`config.mk`:
```
export PLATFORM = sky130hd
export DESIGN_NAME = plt_div
export DESIGN_NICKNAME = d
export VERILOG_FILES = /design/src/hw/rtl/plt_div.sv
export SDC_FILE = /design/constraint.sdc
export NUM_CORES = 1
export LEC_CHECK = 0
export BUFFER_PORTS_ARGS = -buffer_cell sky130_fd_sc_hd__buf_4
export CAP_MARGIN = 20
export CORE_AREA = 2 2 137 139
export DETAILED_ROUTE_END_ITERATION = 7
export DIE_AREA = 0 0 139 141
export PLACE_DENSITY = 0.78
export SETUP_SLACK_MARGIN = 0.02
export SLEW_MARGIN = 10
export SYNTH_ARGS = -nofsm -noshare
export SYNTH_HDL_FRONTEND = slang
export SYNTH_SLANG_ARGS = --single-unit
```
`constraint.sdc`:
```
create_clock -name clk -period 8.6 [get_ports clk]
set_clock_uncertainty 0.15 [all_clocks]
set_input_delay 0 -clock clk [delete_from_list [all_inputs] [get_ports clk]]
set_output_delay 0 -clock clk [all_outputs]
set_load 0.05 [all_outputs]
```
`src/hw/rtl/plt_div.sv`:
```
`timescale 1ns / 1ps
// ----------------------------------------------------------------------------
// plt_div
// Bit-serial restoring divider, 64 by 32 bits, one quotient bit per cycle.
// ----------------------------------------------------------------------------
module plt_div (
  input  logic        clk,
  input  logic        rst_n,
  input  logic        start,
  input  logic [63:0] num,
  input  logic [31:0] den,
  output logic        done,
  output logic [63:0] quo,
  output logic [31:0] rem
);

  logic [63:0] num_r;
  logic [63:0] quo_r;
  logic [31:0] rem_r;
  logic [31:0] den_r;
  logic [6:0]  cnt_r;
  logic        done_r;
  logic [32:0] sh;
  logic        ge;

  assign sh = {rem_r, num_r[63]};
  assign ge = sh >= {1'b0, den_r};

  always_ff @(posedge clk) begin
    if (!rst_n) begin
      cnt_r  <= 7'd0;
      done_r <= 1'b0;
    end else begin
      done_r <= 1'b0;
      if (start) begin
        num_r <= num;
        den_r <= den;
        rem_r <= 32'd0;
        quo_r <= 64'd0;
        cnt_r <= 7'd64;
      end else if (cnt_r != 7'd0) begin
        num_r <= {num_r[62:0], 1'b0};
        rem_r <= ge ? 32'(sh - {1'b0, den_r}) : sh[31:0];
        quo_r <= {quo_r[62:0], ge};
        cnt_r <= cnt_r - 7'd1;
        if (cnt_r == 7'd1) begin
          done_r <= 1'b1;
        end
      end
    end
  end

  assign done = done_r;
  assign quo  = quo_r;
  assign rem  = rem_r;

endmodule

```
# Word level (Yosys, flattened, before mapping)
# Index checks and enable logic that the tools add are counted.
# totals
latch_bits	0
n_memories	0
ram_bits	0
out_inout_bits	97
regBits	200
word_cells	27
inputBits	99
rom_bits	0
# classes
bitwise	2
multipliers	0
shifts	0
eq_ne	1
order_cmp	1
div_mod_pow	0
mux	8
add_sub_neg	2
n_reduce_logical	6
# op_table
op	count
two-way mux 64 bit	3
two-way mux 32 bit	2
greater-or-equal comparator 33 x 32 -> 1 bit	1
subtractor 32 bit	1
two-way mux 7 bit	2
equality test 7 x 1 -> 1 bit (second input constant)	1
nonzero test 7 bit	1
subtractor 7 x 1 -> 7 bit (second input constant)	1
AND reduction 2 bit	2
OR reduction 3 bit	1
NOT 1 bit	2
nonzero test 2 bit	1
OR reduction 2 bit	1
two-way mux 1 bit	1

# Depth between registers and ports, before layout
# logic_depth
depth_word	3
ltp_mapped	13
ltp_nobuf	11

# Least setup slack after synthesis
# OpenSTA, ideal clock, no wires.
# synth_path
path_type	input to register
startpoint	input port start
endpoint	register num_r[0] (enable)
path_buffers	3
slack_ns	3.498
setup_time_ns	0.534
arrival_ns	4.419
cell_stages	4
t_required_ns	7.916
cell_sequence	clkbuf_1 > clkbuf_1 > clkbuf_1 > o21a_1
# synth_between
elab_chain_len	2
# synth_lines
item	line	source
start: declaration	9	input logic start,
nonzero test 2 bit (no line)	--	
AND reduction 2 bit (no line)	--	
end signal: assignment	36	num_r <= num;
end signal: assignment	42	num_r <= {num_r[62:0], 1'b0};
end: declaration	17	logic [63:0] num_r;
# Every way passes these cells.
# A chain may end at the register's enable or synchronous reset.

# Worst setup path after layout
# layout_path
startpoint	register rem_r[21] (netlist: rem[21])
endpoint	register rem_r[23] (netlist: rem[23]), data pin
# layout_between
elab_chain_len	3
word_cells_on_any_way	4
cone_classes	1 x add/sub; 1 x order compare; 2 x mux
# layout_lines
item	line	source
start: declaration	19	logic [31:0] rem_r;
start signal: assignment	43	rem_r <= ge ? 32'(sh - {1'b0, den_r}) : sh[31:0];
subtractor 32 bit or greater-or-equal comparator 33 x 32 -> 1 bit (tied branches)	43, 27	
two-way mux 32 bit *	43	
two-way mux 32 bit *	41	end else if (cnt_r != 7'd0) begin
# Every way passes the cells marked *; elsewhere a longest branch is shown, timed or not. The select of a mux whose other input is x is not followed.

==> results.md <==
- Outcome: finished clean
- Fin Setup TNS: 0 ns
- CP Data Required Time: 8.64 ns
- Nets: 1,190
- Post-synth top area share: 59.75%
- Cts bufs inserted: 17
- # IOs: 196
- Synthesized Nets: 896
- Slowest CP cell: o21a_1
- CP peak stage delay: 0.49 ns
- Cell leakage power: 5.296 nW
- Effective utilization at floorplan: 52.82%
- Setup slack after placement: 5.138 ns
- Clock Pin Slew Worst Setup and Hold Paths: 0.08 ns
- H-tree lvl count: 4
- Layout cell share with drive strength beyond 1: 28.72%
- Mapped Avg Cell Area: 12.66 um^2
- Row Count: 50
- Slew HR: 26.15%
- Hold Vio Cnt, Final: 0
- DR vias/cell: 5.441
- Syn Inst Count: 762
- Synth cell types: 59
- CTS resizes: 0
- Startpoint Class: register
- Die height: 141 um
- HPWL Detailed: 14.40 mm
- Largest net degree at the start of global routing: 86
- Setup violations, final: 0
- R2R Path Start: rem[21]
- Area grow syn2layout: 34.44%
- Worst slew pin tran: 1.108 ns
- Post-Layout Inst Area: 0.01297 mm^2
- PortBufs: 195
- Fin crit share: 41.16%
- Fin. max-slew vios: 0
- Post-route minimum period: 3.540 ns
- #FFs+latches synth: 200
- Critical path cell sequence: ha_1, a21oi_1, o211ai_1, a31o_1, a221oi_1, o21a_1, o21a_1, buf_4, o41ai_1, and2_1
- Antenna viol nets, final: 0
- Residual DRC: 0
- Clock sink count: 200
- Core ar.: 0.01827 mm^2
- Tightest Hold Check Type: in2reg
- Placer's final routability congestion estimate: 0.8871
- Main flop type after synthesis: edfxtp_1
- Drt first pass iters: 5
- Post-CTS setup buffers: 0
- Worst Setup SP: rem[21]
- Initial antenna violation count: 2
- Wire length after detailed routing: 22.76 mm
- Achievable Freq: 282.5 MHz
- GR Util All Layers: 23.18%
- Crit path DAT: 3.58 ns
- Final WS setup: 5.060 ns
- Netlist Area Pre-Place: 0.009649 mm^2
- Most frequent cell on the critical path: o21a_1
- CP endpoint kind: register
- Post-synthesis sequential area ratio: 61.41%
- RSZ-0062 raised after global routing: no
- Cell with the most instances after synthesis: edfxtp_1
- Hold Crit Start: den[28]
- Maxcap violations: 0
- Top cell type by total area after synthesis: edfxtp_1
- Vias in the first global route: 6,988
- First-pass GRT wire length: 35.88 mm
- CP Class: reg2reg
- PwrDens: 276.5 mW/mm^2
- Clk root buf: clkbuf_16
- Chip width: 139 um
- Final hold slack: 0.1217 ns
- Cts hold-fix bufs: 100
- Grt ovf: 0
- CTS tree: yes
- Crit-path leading delay family: compound AO/OA/AOI/OAI gates
- Routed vias: 7,100
- Die area: 0.01960 mm^2
- Clock buffer depth: 2
- Synth warnings: 0
- Clk_lat worst skew: 0.44 ns
- Top post-synthesis cells by area: edfxtp_1 (60%), mux2_2 (7.4%), ha_1 (4.4%)
- Async set-reset flop share out of synthesis: 0%
- Worst Path Buf+Inv: 1
- Post-DP Area: 0.01135 mm^2
- Synth cell count leaders: edfxtp_1 (192), nand2_1 (68), nor2b_1 (66)
- Crit-path max FO: 16
- Wire per inst: 17.44 um
- EDFF count, synth: 192
- Initial DRC Count: 432
- Peak supply drop: 0.2577 mV
==> stage by stage <==
step                power [mW]  instances  utilization (%)
floorplan                2.387        762                -
global placement         2.707       1171            62.11
detailed placement       2.726       1171            62.11
CTS                      3.587       1303            70.99
global route             3.773       1305            71.01
finish                   3.587       1305            71.01
==> power breakdown <==
| part | switching, mW | internal (mW) |
|---|---|---|
| combinational | 0.874 | 0.491 |
| sequential | 0.0955 | 1.30 |
| clock | 0.421 | 0.401 |
==> placed cells by master, fill, tap and decap left out, types with 3 or more instances in the layout <==
master,instances
a211oi_1,10
a21o_1,17
a21oi_1,51
and2_1,6
and3_1,4
buf_4,202
clkbuf_16,17
clkinv_8,6
dfxtp_1,8
dlygate4sd3_1,100
edfxtp_1,192
ha_1,34
inv_1,41
inv_8,3
mux2_2,63
nand2_1,68
nand2b_1,4
nand3_1,13
nand4_1,4
nor2_1,33
nor2b_1,66
nor3_1,11
o211ai_1,8
o21a_1,6
o21ai_0,22
o31ai_1,3
or3_1,8
xnor2_1,12
xor2_1,12
==> layout make-up <==
cell class	instances	area, um^2
fillers	1257	5295
flip-flops and latches	200	5926
repair buffers	302	2517
clock buffers	17	425.4
well taps	234	292.8
inverters	42	157.7
multi-input cells	493	3453
clock inverters	15	195.2
diodes	2	5.005
==> path summary, 6_finish.rpt <==
path	endpoint	slack, ns	depth (start not counted)
setup / recovery	rem[23]	5.06	10
hold / removal	den_r[28]	0.12	2
setup reg to reg	rem[23]	5.06	10
hold reg to reg	cnt_r[6]	0.34	2
==> routing by layer <==
layer / global-route usage [%] / up-vias / routed length, um / share of wire, %
met3: 3.940 / 48 / 1335 / 5.9
met5: 0 / - / 0 / 0
met1: 31.39 / 3401 / 9794 / 43
li1: - / 3379 / - / -
met2: 37.13 / 272 / 10880 / 48
met4: 10.42 / 0 / 751 / 3.3
==> worst register-to-register path, cell delays in order (launching register included) <==
cell and delay [ns]:
edfxtp_1 0.43, ha_1 0.42, a21oi_1 0.28, o211ai_1 0.13, a31o_1 0.24, a221oi_1 0.27
o21a_1 0.30, o21a_1 0.49, buf_4 0.32, o41ai_1 0.11, and2_1 0.15
==> cells by family (layout without fill, tap and decap cells) <==
kind of cell / after synthesis / count (layout) / synth area share [%]
compound gates: 141 / 141 / 9.310
xor+xnor: 24 / 24 / 2.178
fa+ha+maj: 35 / 35 / 4.616
buf+inv: 69 / 376 / 2.878
flops: 200 / 200 / 61.41
mux: 63 / 63 / 7.352
other cells: 0 / 2 / 0
simple gates: 230 / 230 / 12.25
==> state kept, by name, indices dropped and copies added, names as in the netlist <==
register and cells:
cnt_r 7, den_r 32, done 1, num_r 64, quo 64, rem 32
No activity file was read; power rests on OpenSTA's default activity.
